**src/sv/opfs_pkg.sv**
```systemverilog
`default_nettype none
package opfs_pkg;

  localparam int COLUMNS_DEF = 128;
  localparam int PAGES_DEF   = 8;

  localparam int INIT_LEN = 25;
  localparam int INIT_W   = 5;

  // APB: one 32-bit register at byte address 0
  localparam int APB_AW = 3;
  localparam logic [0:0] REG_DEVICE_ADDRESS = 1'b0;
  localparam logic [7:0] DEV_ADDR_RST = 8'd120;

  localparam logic [7:0] CMD_PAGE_BASE = 8'hB0;
  localparam logic [7:0] CMD_COL_LOW   = 8'h00;
  localparam logic [7:0] CMD_COL_HIGH  = 8'h10;

  typedef enum logic [2:0] {
    ACT_DRAW    = 3'd0,
    ACT_TICK    = 3'd1,
    ACT_REFRESH = 3'd2,
    ACT_CLEAR   = 3'd3,
    ACT_INIT    = 3'd4
  } action_e;

  typedef enum logic [1:0] {
    MODE_IDLE,
    MODE_INIT,
    MODE_CLEAR,
    MODE_REFRESH
  } mode_e;

  typedef enum logic [1:0] {
    ST_READY,
    ST_DRAW,
    ST_TICK
  } state_e;

  typedef struct packed {
    logic draw_rd;      // accepted in-range draw: latch pixel, read word
    logic draw_wr;      // write back the modified word
    logic tick_scan;    // page scan transaction: advance counters, read word
    logic tick_init;    // init command transaction
    logic scan_begin;   // page and step back to zero
    logic store_clear;  // drop every word of the store
    logic init_begin;
    logic emit;         // result on the ports this cycle
  } dp_cmd_t;

  typedef struct packed {
    logic in_range;
    logic init_last;
    logic scan_last;
  } dp_stat_t;

  function automatic logic [7:0] init_cmd(input logic [INIT_W-1:0] idx);
    logic [7:0] c;
    case (idx)
      5'd0:    c = 8'hAE;
      5'd1:    c = 8'hD5;
      5'd2:    c = 8'h80;
      5'd3:    c = 8'hA8;
      5'd4:    c = 8'h3F;
      5'd5:    c = 8'hD3;
      5'd6:    c = 8'h00;
      5'd7:    c = 8'h40;
      5'd8:    c = 8'h8D;
      5'd9:    c = 8'h14;
      5'd10:   c = 8'h20;
      5'd11:   c = 8'h00;
      5'd12:   c = 8'hA1;
      5'd13:   c = 8'hC8;
      5'd14:   c = 8'hDA;
      5'd15:   c = 8'h12;
      5'd16:   c = 8'h81;
      5'd17:   c = 8'hCF;
      5'd18:   c = 8'hD9;
      5'd19:   c = 8'hF1;
      5'd20:   c = 8'hDB;
      5'd21:   c = 8'h40;
      5'd22:   c = 8'hA4;
      5'd23:   c = 8'hA6;
      5'd24:   c = 8'hAF;
      default: c = 8'hAE;
    endcase
    return c;
  endfunction

endpackage
`default_nettype wire

```
**src/sv/opfs_ctrl.sv**
```systemverilog
`default_nettype none
module opfs_ctrl (
  input  wire logic              clk_i,
  input  wire logic              rst_ni,
  input  wire logic              start,
  input  wire logic [2:0]        action_i,
  input  wire opfs_pkg::dp_stat_t stat_i,
  output opfs_pkg::dp_cmd_t      cmd_o,
  output logic                   busy
);

  import opfs_pkg::*;

  state_e state_q, state_d;
  mode_e  mode_q, mode_d;
  logic   accept;

  assign accept = start && (state_q == ST_READY);
  assign busy   = (state_q != ST_READY);

  // command decode
  always_comb begin
    cmd_o      = '0;
    cmd_o.emit = (state_q == ST_TICK);
    cmd_o.draw_wr = (state_q == ST_DRAW);
    if (accept) begin
      case (action_e'(action_i))
        ACT_DRAW: begin
          cmd_o.draw_rd = stat_i.in_range;
        end
        ACT_TICK: begin
          cmd_o.tick_init = (mode_q == MODE_INIT);
          cmd_o.tick_scan = (mode_q == MODE_CLEAR) || (mode_q == MODE_REFRESH);
          // last init command hands over to a clear
          cmd_o.scan_begin  = (mode_q == MODE_INIT) && stat_i.init_last;
          cmd_o.store_clear = (mode_q == MODE_INIT) && stat_i.init_last;
        end
        ACT_REFRESH: begin
          cmd_o.scan_begin = (mode_q == MODE_IDLE);
        end
        ACT_CLEAR: begin
          cmd_o.scan_begin  = (mode_q == MODE_IDLE);
          cmd_o.store_clear = (mode_q == MODE_IDLE);
        end
        ACT_INIT: begin
          cmd_o.init_begin = (mode_q == MODE_IDLE);
        end
        default: begin
          cmd_o.emit = 1'b0;
        end
      endcase
    end
  end

  // next state and sequence mode
  always_comb begin
    state_d = state_q;
    mode_d  = mode_q;
    case (state_q)
      ST_READY: begin
        if (cmd_o.draw_rd) begin
          state_d = ST_DRAW;
        end else if (cmd_o.tick_init || cmd_o.tick_scan) begin
          state_d = ST_TICK;
        end
      end
      ST_DRAW: state_d = ST_READY;
      ST_TICK: state_d = ST_READY;
      default: state_d = ST_READY;
    endcase

    if (accept && mode_q == MODE_IDLE) begin
      case (action_e'(action_i))
        ACT_REFRESH: mode_d = MODE_REFRESH;
        ACT_CLEAR:   mode_d = MODE_CLEAR;
        ACT_INIT:    mode_d = MODE_INIT;
        default:     mode_d = MODE_IDLE;
      endcase
    end else if (cmd_o.tick_init && stat_i.init_last) begin
      mode_d = MODE_CLEAR;
    end else if (cmd_o.tick_scan && stat_i.scan_last) begin
      mode_d = MODE_IDLE;
    end
  end

  always_ff @(posedge clk_i or negedge rst_ni) begin
    if (!rst_ni) begin
      state_q <= ST_READY;
      mode_q  <= MODE_IDLE;
    end else begin
      state_q <= state_d;
      mode_q  <= mode_d;
    end
  end

endmodule
`default_nettype wire

```
**config.mk**
```make
export PLATFORM = sky130hd
export DESIGN_NAME = opfs_ctrl
export DESIGN_NICKNAME = d
export VERILOG_FILES = /design/src/sv/opfs_pkg.sv /design/src/sv/opfs_ctrl.sv
export SDC_FILE = /design/constraint.sdc
export NUM_CORES = 1
export LEC_CHECK = 0
export ABC_AREA = 1
export BUFFER_PORTS_ARGS = -buffer_cell sky130_fd_sc_hd__buf_4
export CAP_MARGIN = 20
export CORE_AREA = 5 5 42 44
export DETAILED_ROUTE_END_ITERATION = 8
export DIE_AREA = 0 0 47 49
export GPL_TIMING_DRIVEN = 0
export HOLD_SLACK_MARGIN = 0.05
export PLACE_DENSITY = 0.51
export SLEW_MARGIN = 15
export SYNTH_ARGS = -nofsm -noshare
export SYNTH_HDL_FRONTEND = slang
export SYNTH_SLANG_ARGS = --single-unit
```
**constraint.sdc**
```tcl
create_clock -name clk_i -period 1.1 [get_ports clk_i]
set_input_delay 0.11 -clock clk_i [delete_from_list [all_inputs] [get_ports clk_i]]
set_output_delay 0.11 -clock clk_i [all_outputs]
set_load 0.03 [all_outputs]
```
== After elaboration in Yosys (flattened, before gate mapping) ==
Index checks and enable logic that the tools add are counted.
Operators by class
  equality and inequality tests: 10
  muxes and demuxes: 15
  reductions and logical operators: 14
Operator list (count)
  2-to-1 mux 2 bit: 7
  == test 2 bit, second input constant: 3
  == test 3 x 2 -> 1 bit, second input constant: 2
  2-to-1 mux 6 bit: 1
  one-hot mux 2 bit (3 select lines): 1
  logical AND 1 bit: 5
  OR reduction 5 bit: 1
  == test 2 x 1 -> 1 bit, second input constant: 2
  logical NOT 2 bit: 2
  2-to-1 mux 1 bit: 4
  one-hot mux 1 bit (2 select lines): 2
  == test 3 x 1 -> 1 bit, second input constant: 1
  == test 3 bit, second input constant: 1
  logical NOT 3 bit: 1
  inequality test 3 x 2 -> 1 bit, second input constant: 1
  nonzero test 3 bit: 1
  logical OR 1 bit: 2
  nonzero test 2 bit: 1
  OR reduction 2 bit: 1
Word-level totals
  bits in registers: 4
  input port bits: 9
  output and inout bits: 9
  logic and storage cells: 41

== Longest topological paths before layout ==
Gate-level depths: netlist of the first run.
  depth after elaboration: 8
  mapped depth: 7
  gate-level depth less buffers: 7

== Worst setup path after synthesis of the first run ==
Ideal clock, no wire load.
  kind: register to register
  from: register mode_q[1]
  to: register state_q[1]
  library setup time: 0.068 ns
  arrival: 1.452 ns
  required time: 1.032 ns
  setup slack: -0.420 ns
  stages on the path, launching flop included: 5
  buffers on the path: 0
  clock period less this slack: 1.520 ns
  cell sequence: dfrtp_1 inv_1 nand2_1 nor3_1 or2_1
RTL lines
  start: declaration: line opfs_ctrl.sv:15  | mode_e mode_q, mode_d;
  start signal: assignment: line opfs_ctrl.sv:92  | mode_q <= mode_d;
  end signal: assignment: line opfs_ctrl.sv:91  | state_q <= state_d;
  end: declaration: line opfs_ctrl.sv:14  | state_e state_q, state_d;

==> key figures, run 1 <==
Outcome
  – Run status: complete, but fails checks
  – Failing checks: setup timing

Place
  – RePlAce Congestion: ~0.73
  – PortBufs: 17
  – Pre-CTS setup slack: -0.142 ns
  – Hpwl dp: 689 µm

Pwr
  – Comb pwr share: between 50 and 60%
  – Peak supply drop: around 0.47 mV
  – Cell Int Power: 566 µW
  – Sw frac: roughly 40%
  – Tot Pwr: approximately 940 µW
  – Psw: 371 µW
  – Clock power frac: between 10% and 20%
  – Power density cells: 1340 nW/µm²
  – Seq pwr share: between 20% and 30%
  – Leakage power: 0.000347 µW

Finish
  – Util after Layout: 49.8%
  – Share of cells above drive strength 1: between 60% and 70%
  – Nets: just under 90
  – Area growth syn-to-layout: 130%
  – Antenna cell count: 0
  – Fillers: 147

Worst setup path
  – Crit-path max FO: 3
  – Worst Setup End Kind: primary output
  – Crit path to: cmd_o[3]
  – Worst EP required: 0.99 ns
  – Reg2Reg Launch Point: mode_q[1]
  – R2R cell count: 6
  – Critical Path Start Type: flip-flop
  – Reg2Reg Capture Point: mode_q[0]
  – R2r setup slk: 0 ns
  – CP arrival: between 1 and 1.5 ns
  – Critical Setup Path Class: reg -> out
  – Crit path from: mode_q[1]

Clock tree
  – CTS tree: done
  – Maximum root-to-sink buffer count: 2
  – Worst-path clk slew: roughly 0.040 ns
  – Clock Latency Late Sink: around 0.23 ns
  – Clock sink count: 4
  – Root buffer cell: clkbuf_4
  – TritonCTS buffer count: 3
  – Total number of H-tree levels: 1

Synth
  – Syn avg cell area: between 6 and 7 µm²
  – Area contributors post-synth: dfrtp_1 (33%), nor2_1 (12%), nand2_1 (8.6%)
  – Register bit total from synthesis: 4
  – Cell area after synthesis: 304 µm²
  – Most frequent cell after synthesis: nor2_1
  – Yosys Warn Count: 0
  – Main synth FF type: dfrtp_1
  – Yosys top cell by area: dfrtp_1
  – Syn Nets: 54
  – Sequential fraction of the synthesis area: about a third
  – Synth async-reset ratio: 100%
  – Synth top area share: between 30% and 40%
  – Netlist cell types: 13
  – Top cells by count, synth: nor2_1 (10), nand2_1 (7)
  – Post-Synthesis Cells: 45
  – Number of synthesized flops with an enable pin: 0

Timing
  – Minimum clock period: 1.35 ns
  – Setup ws final: -0.248 ns
  – Max Fclk: between 700 and 800 MHz
  – Final hold viol count: 0
  – RSZ-0062 raised after global routing: yes
  – Final setup skew: roughly 0.00028 ns
  – Final Cycle Share: 123%
  – Setup Viol. Count Final: 9
  – Slew Viols, Final: 0
  – Normalized max-slew margin: between 80% and 90%
  – Slew @ Worst Pin: a little under 0.2 ns

Global route
  – Initial antenna violation count: 0
  – Vias in the first global route: about 410
  – Most crowded layer after global routing: met2
  – GRT overflow: 0
  – GR Util All Layers: about a tenth
  – Largest net degree at the start of global routing: 5
  – Met3 Use GR: 1.48%
  – Met2 Usage GRT: between 15 and 20%
  – Global-route wire length before repair: around 1.6 mm
  – M1 GR Usage: between 10 and 15%

Route
  – Drt via density: approximately 4.2
  – Final ANT Viol Nets: 0
  – Total number of vias: a little under 400
  – Post-Route WL: approximately 960 µm
  – DR WL/cell: between 10 and 15 µm
  – TritonRoute pass-1 iters: 4
  – Residual DRC: 0
  – 1st-iter DRT viols: 2

Flow run
  – Max cap viols: 0

Die
  – Die Wd: 47 µm
  – Initial core utilization: a little over a fifth
  – Area of the core: about 1400 µm²
  – Row count: 14
  – I/O pin total: 18
  – Die Y: about 49 µm
  – Die area: roughly 2300 µm²

Min path
  – Hold/Removal Path Class: in -> async
metal layers:
metal | vias to the layer above | share of wire (%)
li1 | 205 | -
met1 | 171 | 40
met2 | 14 | 53
met3 | 0 | 6.9
met4 | 0 | 0
met5 | - | 0
layout by cell type (no fill, tap or decap):
cell,instances
a21boi_4,1
buf_4,17
buf_6,10
clkbuf_4,3
dfrtp_1,3
dfrtp_2,1
dlygate4sd3_1,1
inv_1,3
inv_2,3
inv_4,1
nand2_1,4
nand2_2,2
nand2_4,2
nand3_1,3
nand3_2,1
nand3_4,1
nand4_1,2
nor2_1,6
nor2_2,1
nor2_4,7
nor3_1,1
nor3_4,2
or2_1,1
registers in the layout, summed over array words and instances (netlist names):
register,cells
state_q,2
mode_q,2
how the worst min path moves through the flow:
stage | from | endpoint | slack, ns | depth (start not counted)
4_1_cts | stat_i[2] | state_q[0] | 0.16 | 3
3_3_place_gp | rst_ni | state_q[0] | -0.09 | 1
5_1_grt | rst_ni | mode_q[0] | 0.20 | 2
2_1_floorplan | rst_ni | mode_q[0] | -0.19 | 0
3_5_place_dp | rst_ni | state_q[1] | -0.09 | 1
6_report | rst_ni | mode_q[0] | 0.22 | 2
repair_timing:
action / CTS / global route
endpoints found under the setup margin: 8 / 12
endpoints found under the hold margin: 4 / 0
resized for setup: 10 / 10
setup buffers: 8 / 3
hold buffers: 1 / 0
pin swaps: 5 / 2
power by group through the flow:
stage / Combinational, µW / Sequential [µW] / Clock, µW
5_1_grt: 563 / 248 / 216
3_3_place_gp: 341 / 232 / 0
2_1_floorplan: 262 / 221 / 0
3_5_place_dp: 342 / 233 / 0
4_1_cts: 475 / 228 / 182
6_report: 520 / 242 / 174
layout make-up:
type | count | area [µm²] | share of cell area [%]
clock buffer | 3 | 22.5 | 3.23
inverter | 7 | 28.8 | 4.12
multi-input combinational | 34 | 275 | 39.4
sequential | 4 | 101 | 14.5
tap | 16 | 20.0 | 2.87
timing repair buffer | 28 | 250 | 35.8
worst max-delay path, stage by stage (launching register included):
cell      delay [ns]
dfrtp_1         0.42
inv_2           0.07
nand2_4         0.08
nor2_4          0.04
a21boi_4        0.21
nor2_4          0.05
buf_6           0.13
stage by stage:
stage | cells | hold WS [ns] | instance area, µm² | setup TNS (ns)
5_1_grt | 92 | 0.197 | 698 | -2.27
4_1_cts | 90 | 0.162 | 649 | -1.41
3_5_place_dp | 78 | -0.0940 | 517 | -0.426
2_1_floorplan | 45 | -0.186 | 369 | -0.223
3_3_place_gp | 78 | -0.0928 | 517 | -0.416
6_report | 92 | 0.216 | 698 | -1.34
cell families after synthesis:
| kind of cell | count (synthesis) | share of synthesized area, % |
|---|---|---|
| DFF | 4 | 32.9 |
| AOI/OAI and AO/OA | 1 | 3.70 |
| buffers and inverters | 7 | 8.64 |
| and+or+nand+nor | 33 | 54.7 |
(Power assumes the default switching activity.)
==> run 2: changes to the inputs <==
--- a/config.mk
+++ b/config.mk
@@ -13,6 +13,7 @@
 export DIE_AREA = 0 0 47 49
 export GPL_TIMING_DRIVEN = 0
 export HOLD_SLACK_MARGIN = 0.05
+export MAX_ROUTING_LAYER = met4
 export PLACE_DENSITY = 0.51
 export SLEW_MARGIN = 15
 export SYNTH_ARGS = -nofsm -noshare
==> run 2 against run 1 <==
Compared with the run above: the flow still finishes with violations (setup timing); via count did not move; cell area did not move; non-clock buffer count is the same; sequential share of layout area stayed put; flip-flop and latch count is the same; clock power about the same; die area stayed put; first-iteration DRC count is the same; routed wire length unchanged; worst setup slack unchanged; clock-buffer cell count unchanged; critical endpoint unchanged; highest routed layer unchanged.
==> key figures, run 2 (synthesis results as in run 1) <==
Outcome
  – Run status: complete, but fails checks
  – Failing checks: setup timing

Timing
  – Slew Viols, Final: 0
  – Setup TNS: -1.34 ns
  – RSZ-0062 raised after global routing: yes
  – Setup ws final: -0.248 ns
  – Minimum clock period: about 1.3 ns
  – Slew @ Worst Pin: 0.192 ns
  – Final setup skew: ~0.00028 ns
  – Setup Viol. Count Final: 9
  – Max Fclk: around 740 MHz
  – Normalized max-slew margin: 87.1%
  – Final Cycle Share: 123%
  – Final hold viol count: 0

Finish
  – Sequential cell area: 101 µm²
  – Antenna cell count: 0
  – Multi-input logic area: approximately 280 µm²
  – Fillers: 147
  – Leading cell type in the layout, fill and taps excluded: buf_4
  – Most frequent cells in the layout: buf_4 (17), buf_6 (10), nor2_4 (7)
  – Biggest regs: mode_q x2, state_q x2
  – Share of cells above drive strength 1: about 68%
  – Cell Count, Final, Fillers Out: between 90 and 100
  – Nets: a little under 90
  – Area growth syn-to-layout: 130%
  – Design area: about 700 µm²

Pwr
  – Cell Int Power: 566 µW
  – Sw frac: ~40%
  – Leakage power: 0.000347 µW
  – Peak supply drop: between 0.4 and 0.5 mV
  – Power density cells: around 1300 nW/µm²
  – Tot Pwr: roughly 940 µW
  – Seq pwr share: between 20 and 30%
  – Clock power frac: between 10% and 20%
  – Psw: 371 µW
  – Comb pwr share: a little under three fifths

Clock tree
  – Total number of H-tree levels: 1
  – Maximum root-to-sink buffer count: 2
  – Root buffer cell: clkbuf_4
  – Clock sink count: 4
  – Worst-path clk slew: roughly 0.04 ns
  – Clock Latency Late Sink: 0.23 ns
  – TritonCTS buffer count: 3
  – CTS tree: done

Route
  – Drt via density: 4.24
  – Residual DRC: 0
  – Post-Route WL: around 960 µm
  – DR WL/cell: 10.4 µm
  – Final ANT Viol Nets: 0
  – TritonRoute pass-1 iters: 4
  – 1st-iter DRT viols: 2
  – Total number of vias: 390

Global route
  – Vias in the first global route: roughly 410
  – Global-route wire length before repair: 1.60 mm
  – GR Util All Layers: under 10%
  – GRT overflow: 0
  – Initial antenna violation count: 0
  – Largest net degree at the start of global routing: 5

Worst setup path
  – Crit-path max FO: 3
  – CP arrival: between 1 and 1.5 ns
  – Critical Setup Path Class: reg -> out
  – Critical Path Start Type: flip-flop
  – R2R cell count: 6
  – Worst Setup End Kind: primary output
  – Worst EP required: 0.99 ns
  – Reg2Reg Launch Point: mode_q[1]
  – R2r setup slk: 0 ns
  – Reg2Reg Capture Point: mode_q[0]

Die
  – Die area: approximately 2300 µm²
  – Die Y: just under 50 µm
  – Row count: 14
  – I/O pin total: 18
  – Die Wd: between 40 and 50 µm
  – Initial core utilization: between 20% and 30%
  – Area of the core: 1400 µm²

Min path
  – Hold/Removal Path Class: in -> async

Place
  – Hpwl dp: between 600 and 700 µm
  – PortBufs: 17
  – Placed cells: 78
  – Post-DP Area: 517 µm²
  – RePlAce Congestion: 0.738

Flow run
  – Max cap viols: 0
## run 2: cell counts in the layout (fill, tap and decap cells not counted)
Identical to the previous run, type by type.
## run 2: metrics by stage
stage / hold slack (ns) / utilization (%) / worst slack (ns)
final: 0.216 / 49.8 / -0.248
after global routing: 0.197 / 49.8 / -0.341
after CTS: 0.162 / 46.3 / -0.261
after detailed placement: -0.0940 / 36.9 / -0.142
after global placement: -0.0928 / 36.9 / -0.147
after floorplan: -0.186 / - / -0.0561
## run 2: power by group through the flow
stage / combinational, µW / clock, µW / sequential (µW)
global route: 563 / 216 / 248
floorplan: 262 / 0 / 221
finish: 520 / 174 / 242
CTS: 475 / 182 / 228
detailed placement: 342 / 0 / 233
global placement: 341 / 0 / 232
## run 2: worst max path at each step
stage | startpoint | end | slack [ns] | cells after the start
6_report | mode_q[1] | cmd_o[3] | -0.25 | 6
5_1_grt | mode_q[1] | cmd_o[3] | -0.34 | 6
4_1_cts | mode_q[1] | cmd_o[3] | -0.26 | 5
3_5_place_dp | state_q[0] | cmd_o[2] | -0.14 | 6
3_3_place_gp | state_q[0] | cmd_o[2] | -0.15 | 6
2_1_floorplan | mode_q[0] | mode_q[1] | -0.06 | 6
## run 2: per-layer routing
metal / part of all wire [%] / GRT usage, % / vias up / wire length [µm]
li1: - / - / 205 / -
met1: 41 / 11.8 / 171 / 392
met2: 53 / 15.6 / 14 / 504
met3: 6.3 / 1.11 / 0 / 60
met4: 0 / 4.15 / 0 / 0
met5: 0 / - / - / 0
## run 2: worst max-delay path: stages, from the launching register on
cell,delay [ns]
dfrtp_1,0.42
inv_2,0.07
nand2_4,0.08
nor2_4,0.04
a21boi_4,0.21
nor2_4,0.05
buf_6,0.13
## run 2: timing repair
item / CTS / global route
pin swaps: 5 / 2
hold buffers: 1 / 0
endpoints found under the setup margin: 8 / 12
setup buffers: 8 / 3
hold endpoints to repair: 4 / 0
gates resized for setup: 10 / 10
## run 2: final cells by class
type	count	area share [%]
multi-input cells	34	39.4
repair buffers	28	35.8
flip-flops and latches	4	14.5
inverters	7	4.12
clock buffers	3	3.23
well taps	16	2.87
==> run 3: changes to the inputs <==
--- a/config.mk
+++ b/config.mk
@@ -15,6 +15,8 @@
 export HOLD_SLACK_MARGIN = 0.05
 export MAX_ROUTING_LAYER = met4
 export PLACE_DENSITY = 0.51
+export REMOVE_ABC_BUFFERS = 1
+export SKIP_LAST_GASP = 1
 export SLEW_MARGIN = 15
 export SYNTH_ARGS = -nofsm -noshare
 export SYNTH_HDL_FRONTEND = slang
==> run 3 against run 2 <==
Compared with the run above: the flow still finishes with violations (setup timing); power shrank 15%; via count shrank 1.8%; critical path depth is the same; flip-flop and latch count is the same; routed wire length shrank 7.7%; sequential share of layout area grew 2.7 points; fmax shrank 2.8%; cell area shrank 15%; global-route usage shrank 0.80 points; first-iteration DRC count grew 50%; worst setup slack lost 0.039 ns; clock-buffer cell count is the same; highest routed layer is now met4.
==> key figures, run 3 (synthesis results as in run 1) <==
Route
  – DR WL/cell: approximately 10 µm
  – TritonRoute pass-1 iters: 3
  – Total number of vias: around 380
  – Final ANT Viol Nets: 0
  – Drt via density: between 4 and 5
  – 1st-iter DRT viols: 3
  – Post-Route WL: about 880 µm
  – Residual DRC: 0

Outcome
  – Run status: complete, but fails checks
  – Failing checks: setup timing

Worst setup path
  – Family with the most delay on the worst path: flip-flops
  – CP max stage cell: dfrtp_2
  – Critical Path Start Type: flip-flop
  – R2R cell count: 8
  – CP peak stage delay: between 0.4 and 0.5 ns
  – CP arrival: approximately 1.3 ns
  – Critical Setup Path Class: reg -> out
  – Critical-path cell list: inv_2 > nand2_4 > nor2_4 > a21boi_4 > nor2_2 > buf_6
  – Crit path buf inv count: 2
  – Worst EP required: between 0.9 and 1 ns
  – Crit-path max FO: 3
  – Reg2Reg Launch Point: state_q[1]
  – Worst Setup End Kind: primary output
  – Crit path depth: 6
  – Crit path from: mode_q[1]

Place
  – RePlAce Congestion: around 0.73
  – PortBufs: 17
  – Placed cells: 78
  – Hpwl dp: approximately 660 µm
  – Pre-CTS setup slack: -0.0731 ns

Finish
  – Share of cells above drive strength 1: 61.1%
  – Util after Layout: around 42%
  – Most frequent cells in the layout: buf_4 (19), nor2_1 (8), nand2_1 (6)
  – Leading cell type in the layout, fill and taps excluded: buf_4
  – Nets: between 80 and 90
  – Antenna cell count: 0
  – Cell Count, Final, Fillers Out: between 80 and 90
  – Biggest regs: mode_q x2, state_q x2
  – Area growth syn-to-layout: 95.5%

Timing
  – Max Fclk: about 720 MHz
  – Setup Viol. Count Final: 8
  – Final setup skew: ~0.00087 ns
  – Final Cycle Share: 126%
  – Normalized max-slew margin: around 86%
  – Final hold viol count: 0
  – Slew @ Worst Pin: 0.202 ns
  – Setup ws final: -0.287 ns
  – RSZ-0062 raised after global routing: yes
  – Minimum clock period: around 1.4 ns
  – Min Hold Slack: around 0.21 ns
  – Slew Viols, Final: 0

Pwr
  – Leakage power: about 0.0003 µW
  – Peak supply drop: ~0.45 mV
  – Power density cells: roughly 1300 nW/µm²

Die
  – Row count: 14
  – Die area: between 2000 and 2500 µm²
  – Initial core utilization: between 20% and 30%
  – Die Y: 49 µm
  – I/O pin total: 18
  – Area of the core: about 1400 µm²
  – Die Wd: 47 µm

Min path
  – Hold/Removal Path Class: in -> async

Clock tree
  – Root buffer cell: clkbuf_4
  – Worst-path clk slew: ~0.04 ns
  – Clock Latency Late Sink: 0.23 ns
  – TritonCTS buffer count: 3
  – Maximum root-to-sink buffer count: 2
  – Clock sink count: 4
  – CTS tree: done
  – Total number of H-tree levels: 1

Global route
  – GRT overflow: 0
  – Initial antenna violation count: 0
  – Largest net degree at the start of global routing: 5
  – GR Util All Layers: about 8.9%
  – Vias in the first global route: 394
  – Global-route wire length before repair: 1.42 mm

Flow run
  – Max cap viols: 0
==> run 3: cell count changes in the layout (fill, tap and decap cells not counted), sizes merged <==
| cell | previous run | this run |
|---|---|---|
| buf | 27 | 23 |
==> run 3: area by class of cell <==
class | count | area (µm²)
fillers | 153 | 807
clock buffers | 3 | 22.5
multi-input cells | 34 | 223
repair buffers | 24 | 198
well taps | 16 | 20.0
inverters | 7 | 28.8
flip-flops and latches | 4 | 103
==> run 3: what timing repair did <==
| action | CTS | global route |
|---|---|---|
| endpoints found under the hold margin | 4 | 0 |
| hold buffers | 1 | 0 |
| pin swaps | 4 | 7 |
| buffers inserted | 4 | 2 |
| setup endpoints to repair | 6 | 9 |
| resized for setup | 8 | 10 |
==> run 3: path summary, 6_finish.rpt <==
check                             end  slack [ns]
max                          cmd_o[3]       -0.29
min                        state_q[0]        0.21
max reg2reg                 mode_q[0]       -0.11
min reg2reg                 mode_q[1]        0.59
max in group asynchronous   mode_q[0]        0.78
min in group clk_i          mode_q[0]        0.21
==> run 3: per-layer routing <==
metal | track usage (%) | part of all wire [%] | vias up
li1 | - | - | 199
met1 | 10.2 | 42 | 170
met2 | 12.7 | 53 | 12
met3 | 0 | 2.3 | 2
met4 | 9.68 | 2.2 | 0
met5 | - | 0 | -
==> run 3: power by group <==
part,total (µW),internal [µW],switching (µW)
clock,176,122,54.5
sequential,245,189,56.8
combinational,377,181,197
==> run 3: through the flow <==
stage          cell area (µm²)  total power, µW  TNS (ns)
6_report                   594              799     -1.64
5_1_grt                    594              852     -2.32
3_3_place_gp               452              465    -0.198
2_1_floorplan              304              377     -1.34
4_1_cts                    539              705     -1.61
3_5_place_dp               452              464    -0.198
